<file path="src/rtl/sswo_pkg.sv">
// Shared types, constants and helper functions for the wheel odometry core.
`default_nettype none

package sswo_pkg;

   // Field and register widths
   localparam int unsigned TS_W       = 48;
   localparam int unsigned COUNT_W    = 32;
   localparam int unsigned POSE_W     = 32;
   localparam int unsigned DPT_W      = 24;
   localparam int unsigned IWB_W      = 20;
   localparam int unsigned CSR_IDX_W  = 1;
   localparam int unsigned CSR_DATA_W = 24;

   // Datapath widths
   localparam int unsigned SUM_W      = 34;  // sum of four deltas
   localparam int unsigned MA_W       = 34;  // multiplier operand a
   localparam int unsigned MB_W       = 32;  // multiplier operand b
   localparam int unsigned PROD_W     = 66;  // product and accumulator
   localparam int unsigned CEN_W      = 34;  // centre distance, clamped to +/-2^32
   localparam int unsigned DIFF_W     = 42;  // side difference, clamped to +/-2^40
   localparam int unsigned DTH_W      = 46;  // heading change
   localparam int unsigned HALF_W     = 45;  // half heading change
   localparam int unsigned MID_W      = 46;  // midpoint heading
   localparam int unsigned WIDE_W     = 48;  // pose sums before saturation
   localparam int unsigned CRD_W      = 34;  // CORDIC x, y, z
   localparam int unsigned ATAN_IDX_W = 5;

   // Register reset values and indexes
   localparam logic [DPT_W-1:0] DPT_RESET = 24'd30883;
   localparam logic [IWB_W-1:0] IWB_RESET = 20'd65536;
   localparam logic [CSR_IDX_W-1:0] CSR_DIST_PER_TICK = 1'b0;
   localparam logic [CSR_IDX_W-1:0] CSR_INV_WHEELBASE = 1'b1;

   // Radians (Q16.16) to binary angle, and CORDIC gain in Q1.30
   localparam logic signed [MB_W-1:0]  RAD_TO_TURN = 32'sd683565276;
   localparam logic signed [CRD_W-1:0] CORDIC_GAIN = 34'sd652032874;

   typedef struct packed {
      logic [TS_W-1:0]           timestamp_ms;
      logic signed [COUNT_W-1:0] front_left_count;
      logic signed [COUNT_W-1:0] front_right_count;
      logic signed [COUNT_W-1:0] back_left_count;
      logic signed [COUNT_W-1:0] back_right_count;
   } req_type;

   typedef struct packed {
      logic [TS_W-1:0]          stamp_out;
      logic signed [POSE_W-1:0] pos_x;
      logic signed [POSE_W-1:0] pos_y;
      logic signed [POSE_W-1:0] heading;
   } rsp_type;

   typedef enum logic [4:0] {
      ST_IDLE, ST_SUM, ST_MCEN, ST_MDIF, ST_DIFF, ST_MWL, ST_MWH, ST_WACC, ST_MID,
      ST_MPL, ST_MPH, ST_PACC, ST_RINIT, ST_ROT, ST_MX, ST_MY, ST_POSE, ST_OUT
   } state_type;

   typedef enum logic [4:0] {
      OP_NONE, OP_SUM, OP_MCEN, OP_MDIF, OP_DIFF, OP_MWL, OP_MWH, OP_WACC, OP_MID,
      OP_MPL, OP_MPH, OP_PACC, OP_RINIT, OP_ROT, OP_MX, OP_MY, OP_POSE, OP_OUT
   } dp_op_type;

   typedef struct packed {
      logic      capture;
      dp_op_type op;
   } dp_cmd_type;

   typedef struct packed {
      logic primed;
      logic rot_last;
      logic out_free;
   } dp_status_type;

   // Arctangent of 2^-i as a binary angle (2^32 per turn)
   function automatic logic [31:0] atan_turn(input logic [ATAN_IDX_W-1:0] idx);
      logic [31:0] val;
      case (idx)
         5'd0:    val = 32'h20000000;
         5'd1:    val = 32'h12E4051E;
         5'd2:    val = 32'h09FB385B;
         5'd3:    val = 32'h051111D4;
         5'd4:    val = 32'h028B0D43;
         5'd5:    val = 32'h0145D7E1;
         5'd6:    val = 32'h00A2F61E;
         5'd7:    val = 32'h00517C55;
         5'd8:    val = 32'h0028BE53;
         5'd9:    val = 32'h00145F2F;
         5'd10:   val = 32'h000A2F98;
         5'd11:   val = 32'h000517CC;
         5'd12:   val = 32'h00028BE6;
         5'd13:   val = 32'h000145F3;
         5'd14:   val = 32'h0000A2FA;
         5'd15:   val = 32'h0000517D;
         5'd16:   val = 32'h000028BE;
         5'd17:   val = 32'h0000145F;
         5'd18:   val = 32'h00000A30;
         5'd19:   val = 32'h00000518;
         5'd20:   val = 32'h0000028C;
         5'd21:   val = 32'h00000146;
         5'd22:   val = 32'h000000A3;
         5'd23:   val = 32'h00000051;
         5'd24:   val = 32'h00000029;
         5'd25:   val = 32'h00000014;
         5'd26:   val = 32'h0000000A;
         5'd27:   val = 32'h00000005;
         5'd28:   val = 32'h00000003;
         5'd29:   val = 32'h00000001;
         default: val = 32'h00000000;
      endcase
      return val;
   endfunction

   // Saturate a wide signed sum to the pose width
   function automatic logic signed [POSE_W-1:0] sat_pose(input logic signed [WIDE_W-1:0] v);
      logic signed [WIDE_W-1:0] hi;
      logic signed [WIDE_W-1:0] lo;
      logic signed [POSE_W-1:0] res;
      hi = 48'sd2147483647;
      lo = -48'sd2147483648;
      if (v > hi) begin
         res = 32'sh7FFFFFFF;
      end else if (v < lo) begin
         res = 32'sh80000000;
      end else begin
         res = v[POSE_W-1:0];
      end
      return res;
   endfunction

endpackage

`default_nettype wire

</file>
<file path="src/rtl/sswo_ctrl.sv">
// Sequencer that steps the odometry datapath through one sample.
`default_nettype none

module sswo_ctrl import sswo_pkg::*; (
   input  logic          clock,
   input  logic          reset,
   input  logic          req_valid,
   output logic          req_ready,
   input  dp_status_type status,
   output dp_cmd_type    cmd
);

   state_type state_ff;
   state_type state_in;

   // State register
   always_ff @(posedge clock) begin
      if (reset) begin
         state_ff <= ST_IDLE;
      end else begin
         state_ff <= state_in;
      end
   end

   // Next state
   always_comb begin
      state_in = state_ff;
      case (state_ff)
         ST_IDLE: begin
            if (req_valid && status.primed) begin
               state_in = ST_SUM;
            end
         end
         ST_SUM:   state_in = ST_MCEN;
         ST_MCEN:  state_in = ST_MDIF;
         ST_MDIF:  state_in = ST_DIFF;
         ST_DIFF:  state_in = ST_MWL;
         ST_MWL:   state_in = ST_MWH;
         ST_MWH:   state_in = ST_WACC;
         ST_WACC:  state_in = ST_MID;
         ST_MID:   state_in = ST_MPL;
         ST_MPL:   state_in = ST_MPH;
         ST_MPH:   state_in = ST_PACC;
         ST_PACC:  state_in = ST_RINIT;
         ST_RINIT: state_in = ST_ROT;
         ST_ROT: begin
            if (status.rot_last) begin
               state_in = ST_MX;
            end
         end
         ST_MX:    state_in = ST_MY;
         ST_MY:    state_in = ST_POSE;
         ST_POSE:  state_in = ST_OUT;
         ST_OUT: begin
            if (status.out_free) begin
               state_in = ST_IDLE;
            end
         end
         default:  state_in = ST_IDLE;
      endcase
   end

   // Outputs
   always_comb begin
      req_ready   = 1'b0;
      cmd.capture = 1'b0;
      cmd.op      = OP_NONE;
      case (state_ff)
         ST_IDLE: begin
            req_ready   = 1'b1;
            cmd.capture = req_valid;
         end
         ST_SUM:   cmd.op = OP_SUM;
         ST_MCEN:  cmd.op = OP_MCEN;
         ST_MDIF:  cmd.op = OP_MDIF;
         ST_DIFF:  cmd.op = OP_DIFF;
         ST_MWL:   cmd.op = OP_MWL;
         ST_MWH:   cmd.op = OP_MWH;
         ST_WACC:  cmd.op = OP_WACC;
         ST_MID:   cmd.op = OP_MID;
         ST_MPL:   cmd.op = OP_MPL;
         ST_MPH:   cmd.op = OP_MPH;
         ST_PACC:  cmd.op = OP_PACC;
         ST_RINIT: cmd.op = OP_RINIT;
         ST_ROT:   cmd.op = OP_ROT;
         ST_MX:    cmd.op = OP_MX;
         ST_MY:    cmd.op = OP_MY;
         ST_POSE:  cmd.op = OP_POSE;
         ST_OUT: begin
            if (status.out_free) begin
               cmd.op = OP_OUT;
            end
         end
         default:  cmd.op = OP_NONE;
      endcase
   end

endmodule

`default_nettype wire

</file>
<file path="config.mk">
export PLATFORM = sky130hd
export DESIGN_NAME = sswo_ctrl
export DESIGN_NICKNAME = d
export VERILOG_FILES = /design/src/rtl/sswo_pkg.sv /design/src/rtl/sswo_ctrl.sv
export SDC_FILE = /design/constraint.sdc
export NUM_CORES = 1
export LEC_CHECK = 0
export BUFFER_PORTS_ARGS = -buffer_cell sky130_fd_sc_hd__buf_2
export CORE_AREA = 5 5 42 44
export CTS_BUF_LIST = sky130_fd_sc_hd__clkbuf_16
export DETAILED_ROUTE_END_ITERATION = 10
export DIE_AREA = 0 0 47 49
export GPL_ROUTABILITY_DRIVEN = 1
export PLACE_DENSITY = 0.56
export REMOVE_ABC_BUFFERS = 1
export SYNTH_ARGS = -nofsm -noshare
export SYNTH_HDL_FRONTEND = slang
export SYNTH_SLANG_ARGS = --single-unit
</file>
<file path="constraint.sdc">
create_clock -name clock -period 2.9 [get_ports clock]
set_clock_uncertainty 0.05 [all_clocks]
set_input_delay 0.145 -clock clock [delete_from_list [all_inputs] [get_ports clock]]
set_output_delay 0.145 -clock clock [all_outputs]
set_load 0.01 [all_outputs]
</file>
==> out/metrics.cfg, run 1 <==
[final_layout]
post_route_cells_drive_above_1_share_pct=38.46
max_flop_register=state_ff
areaGrowthSynthToFinish_pct=39.86
finish.net_count=59
reg.largest.list=state_ff: 5 flops
largest_register_ff_count=5
fill_cells=162
core_util_final_pct=34.46
layout.cells.most_common=sky130_fd_sc_hd__buf_2
layout_common_cells=sky130_fd_sc_hd__buf_2, sky130_fd_sc_hd__dfxtp_1, sky130_fd_sc_hd__inv_1, sky130_fd_sc_hd__a21oi_1
num_antenna_cells=0

[setup_path]
worst-r2r-setup-slack_ns=1.53
worst-endpoint-required_ns=2.71
cp_max_fo=7
critical-path-slowest-cell=sky130_fd_sc_hd__dfxtp_1
timing.critical_path.cells=nor3_4 > nor3b_2 > and2_1 > buf_2
worst-r2r-cell-count=3
worstReg2RegStart=state_ff[4]$_SDFFE_PP0P_
crit_type=flip-flop to output port
critical_path.max_stage_delay_ns=0.40
r2r_end=state_ff[0]$_SDFFE_PP0P_
crit_path_start_kind=flip-flop
timing.critical_path.to_type=output port
worstPathArrival_ns=1.37

[logic_synthesis]
synthCells=39
postSynthAreaPerCell_um2=8.855
synthesis.area_um2=345.3
share_of_the_synthesized_area_in_compound_gates_ao_oa_aoi_oai_pct=12.68
synth_xor_area_share_pct=7.609
synth.top_cells.by_area=sky130_fd_sc_hd__dfxtp_1, sky130_fd_sc_hd__nor4b_4, sky130_fd_sc_hd__a21oi_1
synth_mux_area_share_pct=2.899
post_synth_and_or_nand_nor_area_fraction_pct=38.41
synth.largest_area_cell=sky130_fd_sc_hd__dfxtp_1
yosysWarnings=0
area_share_of_fa_ha_maj_cells_after_synthesis_pct=0
synth-seq-cells=5
synth_top_area_share_pct=28.99
ys_seq_area_share_pct=28.99
combinational_family_with_the_most_area_after_synthesis=simple AND/OR/NAND/NOR gates
synth.lib_cells_used.distinct=25

[cts]
clock_latency_ns=0.22
clk_pin_slew_worst_paths_ns=0.03
cts_max_level=1
cts_hold_repair.buffers=0
cts_max_path_buffers=2
numClockSinks=5
cts_setup_buffers=0
clockRootBuffer=sky130_fd_sc_hd__clkbuf_16
cts_inserted_buffers=3
cts_resized=0
tritoncts=done

[die]
placement_rows=14
die_height_um=49
initial_core_util_pct=24.64
floorplan.io_pins=13
floorplan.core_area_um2=1401
dieWidth_um=47
die-area_um2=2303

[sta]
finalHoldViolCount=0
timing.max_slew.rel_slack_pct=71.74
maxClockFrequency_ghz=0.6386
finalSetupViolCount=0
fin_setup_tns_ns=0
tightestPinTransition_ns=0.4234
final_max_slew_viol_count=0
setup_repair_after_global_routing_missed_its_margin=no
post-route-period-util_pct=54.00
finalWorstPathRequiredPeriod_ns=1.566
postLayoutSetupSlackWorst_ns=1.334

[routing]
met2WireLength_um=266
wl_um=697
ant_nets=0
wl_met3_um=78
dr_total_vias=295
routed_via_density=4.338
drt-wirelength-per-cell_um=10.25
m1WireLength_um=346
drt_first_pass_iters=2
drc_violation_count_after_routing=0
drt-initial-drc-count=1
highest-signal-layer=met4

[global_routing]
grt_first_pass_wirelength_mm=1.117
grt_antenna_before_repair=0
first_global_vias=269
grt.overflow.total=0
groute.usage.overall_pct=6.897
grt_max_degree=14

[placement]
dpl.hpwl_um=536.9
dp_worst_setup_slack_ns=1.519
port_buffers=12
gp_routability_congestion=0.6596

[hold_path]
min_path_cells=2
min-delay-path-class=primary input to flip-flop
min_delay_worst_endpoint=state_ff[2]$_SDFFE_PP0P_
worstHoldStart=reset

[pwr]
ir_drop_v=0.0002099
cellPowerDensity_nw_per_um2=717.6
power_leakage_uw=0.0002193

[status]
status=finished, final reports clean

[job]
max-cap-violations=0

-- through the flow --
step | total power (uW) | area (um2) | instances | hold slack [ns]
floorplan | 109.8 | 324.1 | 36 | 0.1718
global placement | 126.7 | 404.1 | 64 | 0.3572
detailed placement | 126.8 | 404.1 | 64 | 0.3540
CTS | 351.7 | 483.0 | 68 | 0.1232
global route | 362.4 | 483.0 | 68 | 0.1346
finish | 346.6 | 483.0 | 68 | 0.1362
-- cell families after synthesis --
group	Yosys count
mux	1
xor+xnor	3
buf+inv	6
simple gates	17
flops	5
compound gates	7
-- worst max-delay path, delay by kind of cell (launching register included) --
kind	cells	cell delay, ns
buf+inv	1	0.12
flops	1	0.40
simple gates	3	0.62
-- Yosys cell counts --
library cell / instances
sky130_fd_sc_hd__a211oi_1: 1
sky130_fd_sc_hd__a21oi_1: 4
sky130_fd_sc_hd__a22o_1: 1
sky130_fd_sc_hd__and2_1: 1
sky130_fd_sc_hd__and2b_1: 1
sky130_fd_sc_hd__buf_2: 2
sky130_fd_sc_hd__buf_6: 1
sky130_fd_sc_hd__dfxtp_1: 5
sky130_fd_sc_hd__inv_1: 3
sky130_fd_sc_hd__mux2i_1: 1
sky130_fd_sc_hd__nand2_1: 3
sky130_fd_sc_hd__nand2_2: 1
sky130_fd_sc_hd__nand2b_1: 1
sky130_fd_sc_hd__nand3_1: 1
sky130_fd_sc_hd__nand4_1: 1
sky130_fd_sc_hd__nor2b_1: 1
sky130_fd_sc_hd__nor2b_2: 1
sky130_fd_sc_hd__nor3_1: 2
sky130_fd_sc_hd__nor3_4: 1
sky130_fd_sc_hd__nor3b_2: 1
sky130_fd_sc_hd__nor4_1: 1
sky130_fd_sc_hd__nor4b_4: 1
sky130_fd_sc_hd__o211ai_1: 1
sky130_fd_sc_hd__xnor2_1: 1
sky130_fd_sc_hd__xor2_1: 2
-- where the power goes --
group / switching, uW / internal [uW] / total, uW
registers: 10.5 / 73.1 / 83.6
clock network: 42.6 / 178 / 221
logic: 20.0 / 22.0 / 42.0
total: 73.1 / 273 / 347
-- metal layers --
layer	GRT usage, %	vias up
li1	-	160
met1	8.991	122
met2	8.145	11
met3	4.428	2
met4	4.147	0
met5	0	-
-- worst max-delay path by stage --
stage                                   from                  endpoint  slack, ns  cells after the start
finish              state_ff[1]$_SDFFE_PP0P_                    cmd[5]       1.33                      4
global placement    state_ff[4]$_SDFFE_PP0P_  state_ff[0]$_SDFFE_PP0P_       1.50                      3
CTS                 state_ff[1]$_SDFFE_PP0P_                    cmd[5]       1.32                      4
global route        state_ff[1]$_SDFFE_PP0P_                    cmd[5]       1.22                      4
floorplan           state_ff[1]$_SDFFE_PP0P_                    cmd[5]       1.59                      3
detailed placement  state_ff[4]$_SDFFE_PP0P_  state_ff[0]$_SDFFE_PP0P_       1.52                      3
-- layout make-up --
type	instances	area, um2	area share (%)
well taps	16	20.02	4.145
clock buffers	3	75.07	15.54
inverters	3	11.26	2.332
clock inverters	1	3.754	0.7772
repair buffers	12	60.06	12.44
multi-input cells	28	212.7	44.04
flip-flops and latches	5	100.1	20.73
(Power assumes the default switching activity.)
==> run 2, diff against run 1 <==
--- a/config.mk
+++ b/config.mk
@@ -5,13 +5,14 @@
 export SDC_FILE = /design/constraint.sdc
 export NUM_CORES = 1
 export LEC_CHECK = 0
+export ABC_AREA = 1
 export BUFFER_PORTS_ARGS = -buffer_cell sky130_fd_sc_hd__buf_2
 export CORE_AREA = 5 5 42 44
 export CTS_BUF_LIST = sky130_fd_sc_hd__clkbuf_16
 export DETAILED_ROUTE_END_ITERATION = 10
 export DIE_AREA = 0 0 47 49
 export GPL_ROUTABILITY_DRIVEN = 1
-export PLACE_DENSITY = 0.56
+export PLACE_DENSITY = 0.68
 export REMOVE_ABC_BUFFERS = 1
 export SYNTH_ARGS = -nofsm -noshare
 export SYNTH_HDL_FRONTEND = slang
==> constraint.sdc (replaced) <==
create_clock -name clock -period 1.42 [get_ports clock]
set_clock_uncertainty 0.05 [all_clocks]
set_input_delay 0.071 -clock clock [delete_from_list [all_inputs] [get_ports clock]]
set_output_delay 0.071 -clock clock [all_outputs]
set_load 0.01 [all_outputs]
==> out/metrics.cfg, run 2 <==
[routing]
dr_total_vias=590  ; +100%
routed_via_density=5.086  ; +17%
drt-initial-drc-count=8  ; +7
m1WireLength_um=589  ; +70%
wl_met3_um=81  ; +3.8%
highest-signal-layer=met4
drt-wirelength-per-cell_um=11.77  ; +15%
drc_violation_count_after_routing=0  ; unchanged
wl_mm=1.365  ; +96%
drt_first_pass_iters=4  ; +2
met2WireLength_um=638  ; +140%
ant_nets=0  ; unchanged

[logic_synthesis]
synth_mux_area_share_pct=0  ; -2.9 points
synth_async_sr_flop_share_pct=0  ; unchanged
post_synth_and_or_nand_nor_area_fraction_pct=54.62  ; +16 points
synth-seq-cells=5  ; unchanged
synth.largest_area_cell=sky130_fd_sc_hd__dfxtp_1
yosysWarnings=0  ; unchanged
area_share_of_fa_ha_maj_cells_after_synthesis_pct=0  ; unchanged
synthesis.area_um2=474.2  ; +37%
synth_top_flop_cell=sky130_fd_sc_hd__dfxtp_1
synth.top_cells.by_area=sky130_fd_sc_hd__dfxtp_1, sky130_fd_sc_hd__nand2_1, sky130_fd_sc_hd__nand3_1
postSynthAreaPerCell_um2=5.713  ; -35%
ys_seq_area_share_pct=21.11  ; -7.9 points
yosys-top-cells-count=sky130_fd_sc_hd__nand2_1, sky130_fd_sc_hd__nand3_1, sky130_fd_sc_hd__nor2_1
share_of_the_synthesized_area_in_compound_gates_ao_oa_aoi_oai_pct=10.03  ; -2.7 points
synth-edff-count=0  ; unchanged
synth_top_area_share_pct=21.11  ; -7.9 points
synth_xor_area_share_pct=0  ; -7.6 points
synth_most_common_cell=sky130_fd_sc_hd__nand2_1
synth.lib_cells_used.distinct=17  ; -32%
combinational_family_with_the_most_area_after_synthesis=simple AND/OR/NAND/NOR gates
synthCells=83  ; +110%

[die]
floorplan.core_area_um2=1401  ; unchanged
initial_core_util_pct=33.84  ; +9.2 points
die_height_um=49  ; unchanged
dieWidth_um=47  ; unchanged
die-area_um2=2303  ; unchanged
placement_rows=14  ; unchanged
floorplan.io_pins=13  ; unchanged

[cts]
cts_hold_repair.buffers=0  ; unchanged
numClockSinks=5  ; unchanged
cts_max_level=1  ; unchanged
cts_inserted_buffers=3  ; unchanged
cts_max_path_buffers=2  ; unchanged
clk_pin_slew_worst_paths_ns=0.03  ; about the same
clock_latency_ns=0.23  ; about the same
tritoncts=done
clockRootBuffer=sky130_fd_sc_hd__clkbuf_16

[setup_path]
timing.critical_path.to_type=output port
crit_path_frequent_cell=sky130_fd_sc_hd__nand2_2
critical-path-slowest-cell=sky130_fd_sc_hd__dfxtp_1
timing.critical_path.cells=nor2_4 > nand2_2 > inv_2 > nand2_2 > nor2_1 > buf_2
critical-path-top-delay-family=simple AND/OR/NAND/NOR gates
crit_type=flip-flop to output port
worst-endpoint-required_ns=1.30  ; -1.41 ns
worstPathArrival_ns=1.22  ; -0.15 ns
crit_path_start_kind=flip-flop
cp_max_fo=5  ; -2
critical_path.max_stage_delay_ns=0.36  ; -0.04 ns
cp.buffers_inverters=2  ; +1

[sta]
finalHoldViolCount=0  ; unchanged
finalSetupViolCount=0  ; unchanged
final_max_slew_viol_count=0  ; unchanged
tightestPinTransition_ns=0.2677  ; -0.1557 ns
finalWorstPathRequiredPeriod_ns=1.343
maxClockFrequency_ghz=0.7444
timing.max_slew.rel_slack_pct=82.13  ; +10 points
post-route-period-util_pct=94.61

[pwr]
totalPowerFinal_uw=757.3  ; +120%
cellPowerDensity_nw_per_um2=1151  ; +60%
ir_drop_v=0.0007878  ; +280%
power_leakage_uw=0.0003532  ; +61%

[status]
status=finished, final reports clean

[final_layout]
finish.net_count=107  ; +81%
post_route_cells_drive_above_1_share_pct=36.00  ; -2.5 points
max_flop_register=state_ff
reg.largest.list=state_ff: 5 flops
num_antenna_cells=0  ; unchanged
areaGrowthSynthToFinish_pct=38.79
fill_cells=156  ; -3.7%
layout.cells.most_common=sky130_fd_sc_hd__nand2_1
layout_common_cells=sky130_fd_sc_hd__nand2_1, sky130_fd_sc_hd__nand3_1, sky130_fd_sc_hd__buf_2, sky130_fd_sc_hd__nor2_1, sky130_fd_sc_hd__inv_1
largest_register_ff_count=5  ; unchanged
final_area_um2=658.1  ; +36%

[global_routing]
first_global_vias=480  ; +78%
grt_max_degree=11  ; -3
groute.usage.overall_pct=12.95  ; +6.1 points
grt_first_pass_wirelength_mm=2.063  ; +85%
grt_antenna_before_repair=0  ; unchanged
grt.overflow.total=0  ; unchanged

[placement]
gp_routability_congestion=0.9387  ; +42%
cell_area_after_placement_um2=554.3  ; +37%
port_buffers=12  ; unchanged
dpl.hpwl_mm=1.016  ; +89%

[hold_path]
min-delay-path-class=primary input to flip-flop

[job]
max-cap-violations=0  ; unchanged

==> run 2: cell types whose count changed after synthesis, moves of 2 or more <==
cell / delta
sky130_fd_sc_hd__nor2_2: +5
sky130_fd_sc_hd__nand2_1: +15
sky130_fd_sc_hd__buf_4: +2
sky130_fd_sc_hd__nor2_4: +2
sky130_fd_sc_hd__inv_1: +5
sky130_fd_sc_hd__buf_2: -2
sky130_fd_sc_hd__xor2_1: -2
sky130_fd_sc_hd__nor2_1: +10
sky130_fd_sc_hd__inv_2: +6
sky130_fd_sc_hd__nand3_1: +11
==> run 2: worst paths after layout <==
path / slack (ns) / startpoint / cells past startpoint / end
setup / recovery: 0.08 / state_ff[3]$_SDFFE_PP0P_ / 6 / cmd[5]
setup reg to reg: 0.11 / state_ff[1]$_SDFFE_PP0P_ / 7 / state_ff[1]$_SDFFE_PP0P_
hold reg to reg: 0.57 / state_ff[2]$_SDFFE_PP0P_ / 4 / state_ff[2]$_SDFFE_PP0P_
hold / removal: 0.01 / reset / 2 / state_ff[0]$_SDFFE_PP0P_
==> run 2: where the power goes <==
part / total (uW) / switching (uW) / internal (uW) / leakage, uW
registers: 162 / 14.3 / 148 / 0.0000417
clock network: 464 / 99.2 / 365 / 0.0000423
logic: 130 / 78.0 / 52.5 / 0.000269
total: 757 / 191 / 566 / 0.000353
==> run 2: final cells by class <==
type	instances	area, um2	area share (%)
flip-flops and latches	5	105.1	15.97
clock buffers	3	75.07	11.41
well taps	16	20.02	3.042
multi-input cells	62	319.1	48.48
inverters	14	52.55	7.985
repair buffers	15	82.58	12.55
clock inverters	1	3.754	0.5703
==> run 2: logic make-up after synthesis <==
group,after synthesis
buf+inv,16
compound gates,8
flops,5
simple gates,54
==> run 2: layer usage <==
| layer | global-route usage (%) | up-vias |
|---|---|---|
| met1 | 16.01 | 264 |
| li1 | - | 302 |
| met2 | 17.65 | 20 |
| met3 | 2.214 | 4 |
| met4 | 12.44 | 0 |
| met5 | 0 | - |
==> run 2: through the flow <==
step | hold slack [ns] | TNS [ns] | utilization, % | worst slack [ns] | cells
CTS | 0.009904 | 0 | 45.63 | 0.03129 | 115
finish | 0.01473 | 0 | 46.96 | 0.07660 | 116
floorplan | 0.09007 | 0 | - | 0.2113 | 81
detailed placement | 0.2568 | 0 | 39.55 | 0.1330 | 111
global placement | 0.2569 | 0 | 39.55 | 0.1252 | 111
global route | 0.02095 | -0.001817 | 46.96 | -0.001817 | 116
==> run 2: timing repair <==
item	4_1_cts	5_1_grt
resized for setup	2	4
setup buffers	0	1
setup endpoints to repair	2	3
pin swaps	0	1
==> run 3, diff against run 2 <==
--- a/config.mk
+++ b/config.mk
@@ -9,10 +9,11 @@
 export BUFFER_PORTS_ARGS = -buffer_cell sky130_fd_sc_hd__buf_2
 export CORE_AREA = 5 5 42 44
 export CTS_BUF_LIST = sky130_fd_sc_hd__clkbuf_16
+export CTS_CLUSTER_SIZE = 20
 export DETAILED_ROUTE_END_ITERATION = 10
 export DIE_AREA = 0 0 47 49
 export GPL_ROUTABILITY_DRIVEN = 1
-export PLACE_DENSITY = 0.68
+export PLACE_DENSITY = 0.69
 export REMOVE_ABC_BUFFERS = 1
 export SYNTH_ARGS = -nofsm -noshare
 export SYNTH_HDL_FRONTEND = slang
==> constraint.sdc (replaced) <==
create_clock -name clock -period 1.4 [get_ports clock]
set_clock_uncertainty 0.05 [all_clocks]
set_input_delay 0.07 -clock clock [delete_from_list [all_inputs] [get_ports clock]]
set_output_delay 0.07 -clock clock [all_outputs]
set_load 0.01 [all_outputs]
==> out/metrics.cfg, run 3 (synthesized netlist as in run 2, its figures left out) <==
[job]
max-cap-violations=0  ; unchanged

[setup_path]
crit_type=flip-flop to output port
cp.buffers_inverters=2  ; unchanged
timing.critical_path.cells=nor2_4 > nand2_2 > inv_2 > nand2_2 > nor2_2 > buf_2
worstPathArrival_ns=1.19  ; -0.03 ns
critical_path.max_stage_delay_ns=0.34  ; -0.02 ns
critical-path-slowest-cell=sky130_fd_sc_hd__dfxtp_2
worstReg2RegStart=state_ff[1]$_SDFFE_PP0P_
worst-r2r-cell-count=7  ; unchanged
critical-path-top-delay-family=simple AND/OR/NAND/NOR gates
worst-endpoint-required_ns=1.28  ; -0.02 ns
timing.critical_path.to_type=output port
cp_max_fo=5  ; unchanged
r2r_end=state_ff[3]$_SDFFE_PP0P_
worst-r2r-setup-slack_ns=0.12  ; about the same
crit_path_start_kind=flip-flop
crit_path_frequent_cell=sky130_fd_sc_hd__nand2_2

[cts]
clk_pin_slew_worst_paths_ns=0.04  ; about the same
cts_max_level=1  ; unchanged
tritoncts=done
cts_inserted_buffers=3  ; unchanged
cts_max_path_buffers=2  ; unchanged
clock_latency_ns=0.23  ; about the same
clockRootBuffer=sky130_fd_sc_hd__clkbuf_16
cts_hold_repair.buffers=0  ; unchanged
numClockSinks=5  ; unchanged

[routing]
drt-wirelength-per-cell_um=12.07  ; +2.6%
met2WireLength_um=679  ; +6.4%
ant_nets=0  ; unchanged
drc_violation_count_after_routing=0  ; unchanged
drt_first_pass_iters=4  ; unchanged
wl_mm=1.400  ; +2.6%
drt-initial-drc-count=16  ; +8
dr_total_vias=601  ; +1.9%
highest-signal-layer=met4
routed_via_density=5.181  ; +1.9%
m1WireLength_um=586  ; -0.51%
wl_met3_um=98  ; +21%

[die]
initial_core_util_pct=33.84  ; unchanged
placement_rows=14  ; unchanged
dieWidth_um=47  ; unchanged
die_height_um=49  ; unchanged
floorplan.io_pins=13  ; unchanged
floorplan.core_area_um2=1401  ; unchanged
die-area_um2=2303  ; unchanged

[final_layout]
post_layout_nonfiller_instances=116  ; unchanged
layout.cells.most_common=sky130_fd_sc_hd__nand2_1
post_route_cells_drive_above_1_share_pct=37.00  ; +1.0 points
multiInputGateArea_um2=321.6  ; +0.78%
layout_common_cells=sky130_fd_sc_hd__nand2_1, sky130_fd_sc_hd__nand3_1, sky130_fd_sc_hd__buf_2, sky130_fd_sc_hd__inv_1, sky130_fd_sc_hd__nor2_1
num_antenna_cells=0  ; unchanged
fill_cells=145  ; -7.1%
largest_register_ff_count=5  ; unchanged
final-seq-area_um2=105.1  ; unchanged
reg.largest.list=state_ff: 5 flops
finish.net_count=107  ; unchanged
max_flop_register=state_ff
final_area_um2=660.6  ; +0.38%
areaGrowthSynthToFinish_pct=39.31

[sta]
post-route-period-util_pct=93.32
finalSetupViolCount=0  ; unchanged
tightestPinTransition_ns=0.2680  ; +0.0002900 ns
finalHoldViolCount=0  ; unchanged
setup_repair_after_global_routing_missed_its_margin=no
fin_setup_tns_ns=0  ; unchanged
finalWorstPathRequiredPeriod_ns=1.306
timing.max_slew.rel_slack_pct=82.11  ; about the same
maxClockFrequency_ghz=0.7654
final_max_slew_viol_count=0  ; unchanged

[placement]
post-place-cells=111  ; unchanged
cell_area_after_placement_um2=554.3  ; unchanged
gp_routability_congestion=0.9501  ; +1.2%
port_buffers=12  ; unchanged
dpl.hpwl_um=992.8  ; -2.3%

[hold_path]
min-delay-path-class=primary input to flip-flop
min_path_cells=2  ; unchanged
min_delay_worst_endpoint=state_ff[2]$_SDFFE_PP0P_
worstHoldStart=reset

[pwr]
cellPowerDensity_nw_per_um2=1166  ; +1.4%
pwr-share-comb_pct=17.5  ; +0.3 points
power_leakage_uw=0.0003533  ; about the same
ir_drop_v=0.0009031  ; +15%
pwr-share-clk_pct=61.1  ; -0.2 points
p_seq_share_pct=21.3  ; about the same
cellInternalPower_uw=575.1  ; +1.6%
net_sw_share_pct=25.35  ; +0.067 points
power.switching_uw=195.3  ; +2.0%

[global_routing]
grt_max_degree=11  ; unchanged
grt.overflow.total=0  ; unchanged
grt_first_pass_wirelength_mm=2.139  ; +3.7%
first_global_vias=506  ; +5.4%
grt_antenna_before_repair=0  ; unchanged
groute.usage.overall_pct=13.09  ; +0.14 points

[status]
status=finished, final reports clean

-- run 3: cell types whose count changed in the layout (fill, tap and decap cells not counted) --
cell,before,now
sky130_fd_sc_hd__nor2_1,9,8
sky130_fd_sc_hd__nor2_2,4,5
-- run 3: worst reg2reg max path, cell delays in order, from the launching register on --
cell and delay (ns):
sky130_fd_sc_hd__dfxtp_1 0.46, sky130_fd_sc_hd__inv_2 0.10, sky130_fd_sc_hd__nand2_1 0.07, sky130_fd_sc_hd__nor2_1 0.06
sky130_fd_sc_hd__nand2_1 0.07, sky130_fd_sc_hd__nand2_1 0.09, sky130_fd_sc_hd__nor3_1 0.18, sky130_fd_sc_hd__a21oi_1 0.08
-- run 3: repair_timing --
item	4_1_cts	5_1_grt
resized for setup	3	4
endpoints found under the hold margin	0	0
setup buffers	0	1
pin swaps	0	2
setup endpoints to repair	1	1
-- run 3: stage by stage --
step           hold WS (ns)  setup slack (ns)  power, uW  util (%)
5_1_grt             0.02244          0.007223      803.0     47.14
3_3_place_gp         0.2535            0.1050      287.9     39.55
4_1_cts             0.01268           0.04737      772.7     45.80
3_5_place_dp         0.2572            0.1013      288.3     39.55
6_report            0.01087           0.09354      770.4     47.14
2_1_floorplan       0.08907            0.1913      244.8         -
-- run 3: final cells by class --
class	instances	area share (%)
multi-input combinational	62	48.67
timing repair buffer	15	12.50
clock buffer	3	11.36
sequential	5	15.91
clock inverter	1	0.5682
inverter	14	7.955
tap	16	3.030
-- run 3: per-layer routing --
metal | vias up | track usage [%]
li1 | 302 | -
met1 | 268 | 15.35
met2 | 27 | 20.14
met3 | 4 | 3.321
met4 | 0 | 8.295
met5 | - | 0
-- run 3: power groups by stage --
stage,clock [uW],sequential [uW],combinational (uW)
after detailed placement,0,162,126
after global placement,0,163,125
final,471,164,135
after global routing,488,165,150
after CTS,481,162,129
after floorplan,0,163,82.2
-- run 3: worst max-delay path by stage --
stage	start	to	slack, ns	cells past startpoint
2_1_floorplan	state_ff[0]$_SDFFE_PP0P_	state_ff[3]$_SDFFE_PP0P_	0.19	5
3_3_place_gp	state_ff[3]$_SDFFE_PP0P_	state_ff[0]$_SDFFE_PP0P_	0.11	8
3_5_place_dp	state_ff[3]$_SDFFE_PP0P_	state_ff[1]$_SDFFE_PP0P_	0.10	8
4_1_cts	state_ff[3]$_SDFFE_PP0P_	cmd[5]	0.05	6
5_1_grt	state_ff[2]$_SDFFE_PP0P_	cmd[5]	0.007	6
6_report	state_ff[2]$_SDFFE_PP0P_	cmd[5]	0.09	6
